`src/rtl/core/pacs_pkg.sv`:
```
// ----------------------------------------------------------------------------
// pacs_pkg - shared types and constants of the pulse-width angle smoother
// Widths, register codes, reset values and the controller command word.
// ----------------------------------------------------------------------------
`default_nettype none

package pacs_pkg;

	// fraction bits of the angle representation
	localparam int FRAC_BITS = 14;

	localparam int PULSE_W    = 16;
	localparam int GAIN_W     = 15;
	localparam int GAIN_BITS  = 14;
	localparam int GAIN_ONE   = 1 << GAIN_BITS;
	localparam int CFG_IDX_W  = 3;
	localparam int CFG_DATA_W = 16;
	localparam int OUT_W      = 23;

	// 180 << FRAC_BITS fits in FRAC_BITS + 8 magnitude bits
	localparam int ANG_W     = FRAC_BITS + 9;
	localparam int NUM_W     = PULSE_W + FRAC_BITS;
	localparam int DIV_STEPS = NUM_W;
	localparam int CNT_W     = $clog2(DIV_STEPS);

	localparam logic [PULSE_W-1:0] MIN_A_RST = PULSE_W'(36);
	localparam logic [PULSE_W-1:0] SPAN_A_RST = PULSE_W'(20138);
	localparam logic [PULSE_W-1:0] MIN_B_RST = PULSE_W'(36);
	localparam logic [PULSE_W-1:0] SPAN_B_RST = PULSE_W'(20500);
	localparam logic [GAIN_W-1:0] GAIN_RST = GAIN_W'(3277);

	typedef enum logic [CFG_IDX_W-1:0] {
		REG_MIN_A  = 3'd0,
		REG_SPAN_A = 3'd1,
		REG_MIN_B  = 3'd2,
		REG_SPAN_B = 3'd3,
		REG_GAIN   = 3'd4
	} pacs_reg_t;

	typedef struct packed {
		logic load_in;
		logic div_start;
		logic div_step;
		logic angle;
		logic delta;
		logic mul;
		logic acc;
		logic emit;
		logic ch;
	} pacs_cmd_t;

endpackage

`default_nettype wire

```
`src/rtl/core/pacs_if.sv`:
```
// ----------------------------------------------------------------------------
// pacs_if - word channels of the pulse-width angle smoother
// Input pulse words, output angle words and configuration writes.
// ----------------------------------------------------------------------------
`default_nettype none

interface pacs_in_if import pacs_pkg::*; ();
	logic               valid;
	logic               ready;
	logic [PULSE_W-1:0] pulse_a;
	logic [PULSE_W-1:0] pulse_b;

	modport source(output valid, output pulse_a, output pulse_b, input ready);
	modport sink(input valid, input pulse_a, input pulse_b, output ready);
endinterface

interface pacs_out_if import pacs_pkg::*; ();
	logic                    valid;
	logic                    ready;
	logic signed [OUT_W-1:0] angle_a;
	logic signed [OUT_W-1:0] angle_b;

	modport source(output valid, output angle_a, output angle_b, input ready);
	modport sink(input valid, input angle_a, input angle_b, output ready);
endinterface

interface pacs_cfg_if import pacs_pkg::*; ();
	logic                  valid;
	logic                  ready;
	logic [CFG_IDX_W-1:0]  index;
	logic [CFG_DATA_W-1:0] data;

	modport source(output valid, output index, output data, input ready);
	modport sink(input valid, input index, input data, output ready);
endinterface

`default_nettype wire

```
`src/rtl/core/pwm_angle_circular_smoother.sv`:
```
// An input word is accepted only in idle; channel a then channel b each pass through set-up,
// the shared restoring divider (16 + FRAC_BITS quotient bits, one per cycle), angle
// mapping and the filter; the result then waits until the output register is free.
// A new input word is taken only after the previous result has entered the output register.
// The output register holds a finished word while the next input word is taken.
// Reset (arst_n low) clears both filters and seed flags and loads register defaults.
// ----------------------------------------------------------------------------
// pwm_angle_circular_smoother - two-channel circular angle smoother
// Maps encoder pulse widths to Q angles in [-180,180) and smooths them with
// a circular exponential moving average.
// ----------------------------------------------------------------------------
`default_nettype none

module pwm_angle_circular_smoother import pacs_pkg::*; (
	input  wire logic clk,
	input  wire logic arst_n,
	pacs_in_if.sink   in_ch,
	pacs_out_if.source out_ch,
	pacs_cfg_if.sink  cfg_ch
);

	pacs_cmd_t cmd;

	// configuration words are always taken and land at once; send them only while idle
	assign cfg_ch.ready = 1'b1;

	// sequence the datapath through both channels
	pacs_ctrl u_ctrl (
		.clk       (clk),
		.arst_n    (arst_n),
		.in_valid  (in_ch.valid),
		.in_ready  (in_ch.ready),
		.out_valid (out_ch.valid),
		.out_ready (out_ch.ready),
		.cmd       (cmd)
	);

	// divider, angle map, filter state and output register
	pacs_dp u_dp (
		.clk       (clk),
		.arst_n    (arst_n),
		.cmd       (cmd),
		.pulse_a   (in_ch.pulse_a),
		.pulse_b   (in_ch.pulse_b),
		.cfg_we    (cfg_ch.valid),
		.cfg_index (cfg_ch.index),
		.cfg_data  (cfg_ch.data),
		.angle_a   (out_ch.angle_a),
		.angle_b   (out_ch.angle_b)
	);

endmodule

`default_nettype wire

```
`src/rtl/core/pacs_ctrl.sv`:
```
// ----------------------------------------------------------------------------
// pacs_ctrl - sequencer of the pulse-width angle smoother
// Steps the shared datapath through both channels and owns the output flag.
// ----------------------------------------------------------------------------
`default_nettype none

module pacs_ctrl import pacs_pkg::*; (
	input  wire logic      clk,
	input  wire logic      arst_n,
	input  wire logic      in_valid,
	output logic           in_ready,
	output logic           out_valid,
	input  wire logic      out_ready,
	output pacs_cmd_t      cmd
);

	typedef enum logic [2:0] {
		S_IDLE,
		S_START,
		S_DIV,
		S_ANGLE,
		S_DELTA,
		S_MUL,
		S_ACC,
		S_EMIT
	} state_t;

	state_t           state_q;
	logic [CNT_W-1:0] cnt_q;
	logic             ch_q;
	logic             out_valid_q;
	logic             emit;

	assign in_ready  = (state_q == S_IDLE);
	assign out_valid = out_valid_q;
	assign emit      = (state_q == S_EMIT) && (!out_valid_q || out_ready);

	always_comb begin
		cmd           = '0;
		cmd.ch        = ch_q;
		cmd.load_in   = in_valid && in_ready;
		cmd.div_start = (state_q == S_START);
		cmd.div_step  = (state_q == S_DIV);
		cmd.angle     = (state_q == S_ANGLE);
		cmd.delta     = (state_q == S_DELTA);
		cmd.mul       = (state_q == S_MUL);
		cmd.acc       = (state_q == S_ACC);
		cmd.emit      = emit;
	end

	always_ff @(posedge clk or negedge arst_n) begin
		if (!arst_n) begin
			state_q     <= S_IDLE;
			cnt_q       <= '0;
			ch_q        <= 1'b0;
			out_valid_q <= 1'b0;
		end else begin
			if (emit)
				out_valid_q <= 1'b1;
			else if (out_ready)
				out_valid_q <= 1'b0;

			case (state_q)
				S_IDLE: begin
					if (in_valid) begin
						state_q <= S_START;
						ch_q    <= 1'b0;
					end
				end
				S_START: begin
					cnt_q   <= '0;
					state_q <= S_DIV;
				end
				S_DIV: begin
					if (cnt_q == CNT_W'(DIV_STEPS - 1))
						state_q <= S_ANGLE;
					else
						cnt_q <= cnt_q + 1'b1;
				end
				S_ANGLE: state_q <= S_DELTA;
				S_DELTA: state_q <= S_MUL;
				S_MUL:   state_q <= S_ACC;
				S_ACC: begin
					if (!ch_q) begin
						ch_q    <= 1'b1;
						state_q <= S_START;
					end else begin
						state_q <= S_EMIT;
					end
				end
				S_EMIT: begin
					if (emit)
						state_q <= S_IDLE;
				end
				default: state_q <= S_IDLE;
			endcase
		end
	end

	// the divider never runs past its last quotient bit
	a_div_count: assert property (@(posedge clk) disable iff (!arst_n)
		(state_q == S_DIV) |-> (cnt_q <= CNT_W'(DIV_STEPS - 1)))
		else $error("divider step count overran");

	// an accepted word always starts on channel a
	a_start_a: assert property (@(posedge clk) disable iff (!arst_n)
		(in_valid && in_ready) |=> (state_q == S_START && !ch_q))
		else $error("accepted word did not start channel a");

	// channel b finishing leads straight to the output stage
	a_b_to_emit: assert property (@(posedge clk) disable iff (!arst_n)
		(state_q == S_ACC && ch_q) |=> (state_q == S_EMIT))
		else $error("channel b did not hand over to output");

	// a pending result is never overwritten before it is taken
	a_no_overwrite: assert property (@(posedge clk) disable iff (!arst_n)
		(out_valid_q && !out_ready) |-> !emit)
		else $error("pending result overwritten");

endmodule

`default_nettype wire

```
`src/rtl/core/pacs_dp.sv`:
```
// ----------------------------------------------------------------------------
// pacs_dp - datapath of the pulse-width angle smoother
// Configuration registers, shared restoring divider, angle map and filter.
// ----------------------------------------------------------------------------
`default_nettype none

module pacs_dp import pacs_pkg::*; (
	input  wire logic                  clk,
	input  wire logic                  arst_n,
	input  wire pacs_cmd_t             cmd,
	input  wire logic [PULSE_W-1:0]    pulse_a,
	input  wire logic [PULSE_W-1:0]    pulse_b,
	input  wire logic                  cfg_we,
	input  wire logic [CFG_IDX_W-1:0]  cfg_index,
	input  wire logic [CFG_DATA_W-1:0] cfg_data,
	output logic signed [OUT_W-1:0]    angle_a,
	output logic signed [OUT_W-1:0]    angle_b
);

	localparam int PROD_W = GAIN_W + 1 + ANG_W;
	localparam logic signed [ANG_W:0] HALF = (ANG_W + 1)'(180 << FRAC_BITS);
	localparam logic signed [ANG_W:0] FULL = (ANG_W + 1)'(360 << FRAC_BITS);

	// one modulo-360 reduction for values within one turn of the range
	function automatic logic signed [ANG_W-1:0] wrap1(input logic signed [ANG_W:0] x);
		logic signed [ANG_W:0] r;
		r = x;
		if (x >= HALF)
			r = x - FULL;
		else if (x < -HALF)
			r = x + FULL;
		return r[ANG_W-1:0];
	endfunction

	logic [PULSE_W-1:0] min_a_q, span_a_q, min_b_q, span_b_q;
	logic [GAIN_W-1:0]  gain_q;
	logic [PULSE_W-1:0] pulse_a_q, pulse_b_q;

	logic               sign_q;
	logic [PULSE_W-1:0] rem_q;
	logic [PULSE_W-1:0] dvs_q;
	logic [NUM_W-1:0]   quo_q;

	logic signed [ANG_W-1:0]  now_q;
	logic signed [ANG_W-1:0]  delta_q;
	logic signed [PROD_W-1:0] prod_q;
	logic signed [ANG_W-1:0]  filt_q [2];
	logic [1:0]               seeded_q;
	logic signed [OUT_W-1:0]  angle_a_q, angle_b_q;

	// start of a channel
	logic [PULSE_W-1:0] sel_pulse, sel_min, sel_span;
	logic [PULSE_W:0]   diff, mag;
	// divider step
	logic [PULSE_W:0]   trial;
	logic               ge;
	// angle map
	logic [FRAC_BITS-1:0] q_lo, r_lo, u_lo;
	logic [ANG_W-1:0]     scaled;
	logic signed [ANG_W:0] now_full;
	// filter
	logic signed [ANG_W-1:0]  prev;
	logic signed [ANG_W:0]    d_full;
	logic [GAIN_W-1:0]        g_sat;
	logic signed [PROD_W-1:0] step;
	logic signed [ANG_W:0]    sum;

	always_comb begin
		sel_pulse = cmd.ch ? pulse_b_q : pulse_a_q;
		sel_min   = cmd.ch ? min_b_q : min_a_q;
		sel_span  = cmd.ch ? span_b_q : span_a_q;
		diff      = {1'b0, sel_pulse} - {1'b0, sel_min};
		mag       = diff[PULSE_W] ? -diff : diff;

		trial = {rem_q, quo_q[NUM_W-1]};
		ge    = (trial >= {1'b0, dvs_q});

		// 360*ratio mod 360 turns depends only on the low fraction bits
		q_lo     = quo_q[FRAC_BITS-1:0];
		r_lo     = sign_q ? -q_lo : q_lo;
		u_lo     = r_lo + FRAC_BITS'(1 << (FRAC_BITS - 1));
		scaled   = ANG_W'(u_lo) * ANG_W'(360);
		now_full = $signed({1'b0, scaled}) - HALF;

		prev   = filt_q[cmd.ch];
		d_full = {now_q[ANG_W-1], now_q} - {prev[ANG_W-1], prev};
		g_sat  = (gain_q > GAIN_W'(GAIN_ONE)) ? GAIN_W'(GAIN_ONE) : gain_q;
		step   = prod_q >>> GAIN_BITS;
		sum    = {prev[ANG_W-1], prev} + step[ANG_W:0];
	end

	always_ff @(posedge clk or negedge arst_n) begin
		if (!arst_n) begin
			min_a_q  <= MIN_A_RST;
			span_a_q <= SPAN_A_RST;
			min_b_q  <= MIN_B_RST;
			span_b_q <= SPAN_B_RST;
			gain_q   <= GAIN_RST;
			filt_q[0] <= '0;
			filt_q[1] <= '0;
			seeded_q <= '0;
		end else begin
			if (cfg_we) begin
				case (pacs_reg_t'(cfg_index))
					REG_MIN_A:  min_a_q  <= cfg_data;
					REG_SPAN_A: span_a_q <= cfg_data;
					REG_MIN_B:  min_b_q  <= cfg_data;
					REG_SPAN_B: span_b_q <= cfg_data;
					REG_GAIN:   gain_q   <= cfg_data[GAIN_W-1:0];
					default: ;
				endcase
			end
			if (cmd.acc) begin
				filt_q[cmd.ch]   <= seeded_q[cmd.ch] ? wrap1(sum) : now_q;
				seeded_q[cmd.ch] <= 1'b1;
			end
		end
	end

	always_ff @(posedge clk) begin
		if (cmd.load_in) begin
			pulse_a_q <= pulse_a;
			pulse_b_q <= pulse_b;
		end
		if (cmd.div_start) begin
			sign_q <= diff[PULSE_W];
			rem_q  <= '0;
			quo_q  <= {mag[PULSE_W-1:0], {FRAC_BITS{1'b0}}};
			// zero span acts as one
			dvs_q  <= (sel_span == '0) ? PULSE_W'(1) : sel_span;
		end
		if (cmd.div_step) begin
			rem_q <= ge ? PULSE_W'(trial - {1'b0, dvs_q}) : trial[PULSE_W-1:0];
			quo_q <= {quo_q[NUM_W-2:0], ge};
		end
		if (cmd.angle)
			now_q <= now_full[ANG_W-1:0];
		if (cmd.delta)
			delta_q <= wrap1(d_full);
		if (cmd.mul)
			prod_q <= $signed(PROD_W'({1'b0, g_sat})) * PROD_W'(delta_q);
		if (cmd.emit) begin
			angle_a_q <= OUT_W'(filt_q[0]);
			angle_b_q <= OUT_W'(filt_q[1]);
		end
	end

	assign angle_a = angle_a_q;
	assign angle_b = angle_b_q;

endmodule

`default_nettype wire
```
`src/flat_wrapper.sv`:
```
// flat-port wrapper written by rule: the top's interface ports become plain ports
module pwm_angle_circular_smoother_flat import pacs_pkg::*;
  (clk, arst_n, in_ch_valid, in_ch_pulse_a, in_ch_pulse_b, in_ch_ready, out_ch_valid, out_ch_angle_a, out_ch_angle_b, out_ch_ready, cfg_ch_valid, cfg_ch_index, cfg_ch_data, cfg_ch_ready);
  pacs_in_if in_ch_i ();
  pacs_out_if out_ch_i ();
  pacs_cfg_if cfg_ch_i ();
  input  wire logic clk;
  input  wire logic arst_n;
  input wire logic [$bits(in_ch_i.valid)-1:0] in_ch_valid;
  input wire logic [$bits(in_ch_i.pulse_a)-1:0] in_ch_pulse_a;
  input wire logic [$bits(in_ch_i.pulse_b)-1:0] in_ch_pulse_b;
  output wire logic [$bits(in_ch_i.ready)-1:0] in_ch_ready;
  output wire logic [$bits(out_ch_i.valid)-1:0] out_ch_valid;
  output wire logic [$bits(out_ch_i.angle_a)-1:0] out_ch_angle_a;
  output wire logic [$bits(out_ch_i.angle_b)-1:0] out_ch_angle_b;
  input wire logic [$bits(out_ch_i.ready)-1:0] out_ch_ready;
  input wire logic [$bits(cfg_ch_i.valid)-1:0] cfg_ch_valid;
  input wire logic [$bits(cfg_ch_i.index)-1:0] cfg_ch_index;
  input wire logic [$bits(cfg_ch_i.data)-1:0] cfg_ch_data;
  output wire logic [$bits(cfg_ch_i.ready)-1:0] cfg_ch_ready;
  assign in_ch_i.valid = in_ch_valid;
  assign in_ch_i.pulse_a = in_ch_pulse_a;
  assign in_ch_i.pulse_b = in_ch_pulse_b;
  assign in_ch_ready = in_ch_i.ready;
  assign out_ch_valid = out_ch_i.valid;
  assign out_ch_angle_a = out_ch_i.angle_a;
  assign out_ch_angle_b = out_ch_i.angle_b;
  assign out_ch_i.ready = out_ch_ready;
  assign cfg_ch_i.valid = cfg_ch_valid;
  assign cfg_ch_i.index = cfg_ch_index;
  assign cfg_ch_i.data = cfg_ch_data;
  assign cfg_ch_ready = cfg_ch_i.ready;
  pwm_angle_circular_smoother u_core (.clk(clk), .arst_n(arst_n), .in_ch(in_ch_i), .out_ch(out_ch_i), .cfg_ch(cfg_ch_i));
endmodule
```
`config.mk`:
```
export PLATFORM = sky130hd
export DESIGN_NAME = pwm_angle_circular_smoother_flat
export DESIGN_NICKNAME = d
export VERILOG_FILES = /design/src/rtl/core/pacs_pkg.sv /design/src/rtl/core/pacs_if.sv /design/src/rtl/core/pwm_angle_circular_smoother.sv /design/src/rtl/core/pacs_ctrl.sv /design/src/rtl/core/pacs_dp.sv /design/src/flat_wrapper.sv
export SDC_FILE = /design/constraint.sdc
export NUM_CORES = 2
export LEC_CHECK = 0
export ABC_AREA = 1
export BUFFER_PORTS_ARGS = -buffer_cell sky130_fd_sc_hd__clkbuf_2
export CAP_MARGIN = 30
export CORE_AREA = 3 3 275 277
export CTS_BUF_LIST = sky130_fd_sc_hd__clkbuf_4 sky130_fd_sc_hd__clkbuf_8
export CTS_CLUSTER_SIZE = 16
export DETAILED_ROUTE_END_ITERATION = 6
export DIE_AREA = 0 0 278 280
export GPL_ROUTABILITY_DRIVEN = 0
export HOLD_SLACK_MARGIN = 0.08
export SLEW_MARGIN = 20
export SYNTH_ARGS = -nofsm -noshare
export SYNTH_HDL_FRONTEND = slang
export SYNTH_HIERARCHICAL = 1
export SYNTH_SLANG_ARGS = --single-unit
```
`constraint.sdc`:
```
create_clock -name clk -period 7.7 [get_ports clk]
set_input_delay 2.31 -clock clk [delete_from_list [all_inputs] [get_ports clk]]
set_output_delay 2.31 -clock clk [all_outputs]
set_load 0.01 [all_outputs]
```
==> results.sh <==
export IMPL_run_status="complete, no violations"
export IMPL_cts_root_buffer="sky130_fd_sc_hd__clkbuf_8"
export IMPL_setup_worst_path_end_class="flip-flop"
export IMPL_fin_area_um2=36200
export IMPL_drtPass1Iterations=6
export IMPL_max_cap_violations=0
export IMPL_grt_pass1_vias=26300
export IMPL_slowest_stage="sky130_fd_sc_hd__fa_1"
export IMPL_average_via_count_per_standard_cell=5.08
export IMPL_post_synth_instance_area_um2=33000
export IMPL_synth_distinct_cells=59
export IMPL_grt_setup_unrepaired="no"
export IMPL_ctsHtreeMaxLevel=2
export IMPL_finalHoldViolations=0
export IMPL_timing_critical_path_required_ns=8.09
export IMPL_ant_nets=0
export IMPL_via_count=25800
export IMPL_route_detailed_drc=0
export IMPL_hp_class="reg -> reg"
export IMPL_cts_num_sinks=345
export IMPL_synth_top_cells_by_area="sky130_fd_sc_hd__fa_1 (22%), sky130_fd_sc_hd__edfxtp_1 (19%), sky130_fd_sc_hd__nand2_1 (11%)"
export IMPL_synth_nets=4581
export IMPL_worstSetupPathType="reg -> reg"
export IMPL_drt_wl_total_um=88700
export IMPL_synth_seq_area_share_pct=29.4
export IMPL_nNetsFinal=4704
export IMPL_grtUsageTotal_pct=23.5
export IMPL_fin_crit_ns=7.21
export IMPL_dpl_hpwl_um=72300
export IMPL_first_iter_violations=1832
export IMPL_clkLatencyLatePin_ns=0.66
export IMPL_slew_violations=0
export IMPL_die_w_um=278
export IMPL_worst_pin_slew_ns=1.14
export IMPL_synthToLayoutAreaGrowth_pct=9.62
export IMPL_cell_mode_on_critical_path="sky130_fd_sc_hd__nand2_1"
export IMPL_drive_above_1_share_pct=8.94
export IMPL_fillerInstances=7165
export IMPL_cts_made_buffers=59
export IMPL_cts_hold_buffers=0
export IMPL_worst_clock_skew_ns=0.0326
export IMPL_floorplan_rows=99
export IMPL_dieHeight_um=280
export IMPL_grt_overflow_total=0
export IMPL_slew_limit_headroom_pct=23.4
export IMPL_cts_setup_buffers=0
export IMPL_post_synth_cell_area_avg_um2=8.35
export IMPL_place_port_buffers=103
export IMPL_maximum_fanout_encountered_on_the_critical_timing_path=11
export IMPL_yosys_warnings=6
export IMPL_grt_start_max_net_pins=72
export IMPL_post_cts_sizing=0
export IMPL_tritoncts="yes"
export IMPL_synthesis_instances=3956
export IMPL_cts_root_to_sink_buffers=3
export IMPL_design_core_area_um2=73100
export IMPL_die_area_um2=77800
export IMPL_setup_failing_eps_final=0
export IMPL_ys_async_sr_fraction_pct=39.7
export IMPL_yosys_area_top_type="sky130_fd_sc_hd__fa_1"
export IMPL_fin_cells=5089
export IMPL_worst_ep_arrival_time_ns=7.60
export IMPL_final_hold_worst_slack_ns=0.462
export IMPL_clock_transition_at_the_registers_of_the_reported_paths_ns=0.06
export IMPL_portion_of_synthesized_cell_area_occupied_by_the_leading_cell_type_pct=21.6
export IMPL_placedCellCount=4973
export IMPL_grt_pass1_wl_um=144000
export IMPL_ios=105
export IMPL_slowest_delay_ns=0.57
export IMPL_synth_seq_cells=345
export IMPL_ys_flop_type="sky130_fd_sc_hd__edfxtp_1"
export IMPL_fin_tns_setup_ns=0
export IMPL_initial_utilization_pct=45.2
export IMPL_fmaxAchievable_mhz=139
export IMPL_final_min_period_over_clock_period_pct=93.7
export IMPL_synth_edf_count=208
export IMPL_avgRoutedWirePerCell_um=17.4
export IMPL_initial_antenna_violation_count=2
export IMPL_cp_start_kind="flip-flop"
export IMPL_placement_cell_area_um2=34900
[logic make-up (layout without fill, tap and decap cells)]
family	count (synthesis)	count (layout)	share of synthesized area, %
flip-flops	345	345	29.4
XOR/XNOR	125	125	3.55
buffers and inverters	869	1041	9.97
multiplexers	18	18	0.545
AND/OR/NAND/NOR	1580	1580	19.6
AO/OA/AOI/OAI	449	449	7.31
adder cells (fa/ha/maj)	569	569	29.6
other	1	3	0.0113
[synth_stat cells, drive strengths merged, types with 10 or more instances]
library cell / n
edfxtp: 208
nand4: 34
dfstp: 23
o21ai: 238
nor2: 336
nand2: 996
buf: 14
xnor2: 48
clkbuf: 87
xor2: 77
mux2i: 18
inv: 757
fa: 356
clkinv: 11
a21o: 13
dfrtp: 114
or2: 30
a31oi: 17
nand3: 135
nor3: 29
a21oi: 150
nand3b: 10
ha: 213
[critical path, delay by kind of cell, from the launching register on]
kind                     cells  cell delay (ns)
adder cells (fa/ha/maj)      7             3.44
buffers and inverters        7             1.29
flip-flops                   1             0.52
AND/OR/NAND/NOR             16             1.70
[final cells by class]
| class | instances | area, um2 | area share, % |
|---|---|---|---|
| clock inverters | 23 | 224 | 0.618 |
| inverters | 768 | 2890 | 7.97 |
| multi-input cells | 2742 | 20100 | 55.4 |
| flip-flops and latches | 345 | 9710 | 26.8 |
| repair buffers | 163 | 1060 | 2.92 |
| well taps | 959 | 1200 | 3.31 |
| clock buffers | 87 | 1070 | 2.94 |
| diodes | 2 | 5.00 | 0.0138 |
[layout by cell type, fill, tap and decap left out, types with 66 or more instances in the layout]
cell type,instances
sky130_fd_sc_hd__nand2_1,985
sky130_fd_sc_hd__edfxtp_1,208
sky130_fd_sc_hd__clkbuf_8,66
sky130_fd_sc_hd__a21oi_1,150
sky130_fd_sc_hd__nor2_1,326
sky130_fd_sc_hd__nand3_1,128
sky130_fd_sc_hd__ha_1,213
sky130_fd_sc_hd__o21ai_0,229
sky130_fd_sc_hd__inv_1,751
sky130_fd_sc_hd__dfrtp_1,113
sky130_fd_sc_hd__xor2_1,71
sky130_fd_sc_hd__clkbuf_2,102
sky130_fd_sc_hd__fa_1,355
[registers in the layout, summed over array words and instances (netlist names), 2 cells and up]
| signal | flops |
|---|---|
| u_core/u_dp/min_a_q | 16 |
| u_core/u_dp/seeded_q | 2 |
| u_core/u_dp/dvs_q | 16 |
| u_core/u_dp/now_q | 20 |
| u_core/u_ctrl/state_q | 3 |
| u_core/u_ctrl/cnt_q | 5 |
| u_core/u_dp/delta_q | 23 |
| u_core/u_dp/filt_q | 46 |
| u_core/u_dp/quo_q | 30 |
| u_core/u_dp/span_b_q | 16 |
| u_core/u_dp/rem_q | 16 |
| u_core/u_dp/gain_q | 15 |
| u_core/u_dp/angle_b | 23 |
| u_core/u_dp/angle_a | 23 |
| u_core/u_dp/prod_q | 24 |
| u_core/u_dp/pulse_a_q | 16 |
| u_core/u_dp/min_b_q | 16 |
| u_core/u_dp/pulse_b_q | 16 |
| u_core/u_dp/span_a_q | 16 |
[layer usage]
layer / global-route usage, % / vias to the layer above / part of all wire [%]
li1: - / 12500 / -
met1: 32.3 / 12400 / 44
met2: 39.1 / 746 / 47
met3: 3.19 / 134 / 6.3
met4: 6.52 / 0 / 2.6
met5: 0 / - / 0
[metrics by stage]
step	setup slack, ns	util, %
floorplan	1.19	-
global placement	0.500	47.6
detailed placement	0.445	47.7
CTS	0.402	49.5
global route	0.0195	49.6
finish	0.487	49.6
[path summary, 6_finish.rpt]
path                                   startpoint                     end  slack [ns]  cells past startpoint
max                         u_core/u_dp/gain_q[6]  u_core/u_dp/prod_q[32]        0.49                     30
min                        u_core/u_dp/filt_q[25]  u_core/u_dp/angle_a[2]        0.46                      0
max reg2reg                 u_core/u_dp/gain_q[6]  u_core/u_dp/prod_q[32]        0.49                     30
min reg2reg                u_core/u_dp/filt_q[25]  u_core/u_dp/angle_a[2]        0.46                      0
max in group asynchronous                  arst_n   u_core/u_dp/gain_q[0]        4.89                      3
min in group asynchronous                  arst_n  u_core/u_dp/filt_q[25]        1.67                      1
Power is not shown: default switching activity piles up to over one toggle a cycle in this logic, so the estimate is an artifact.
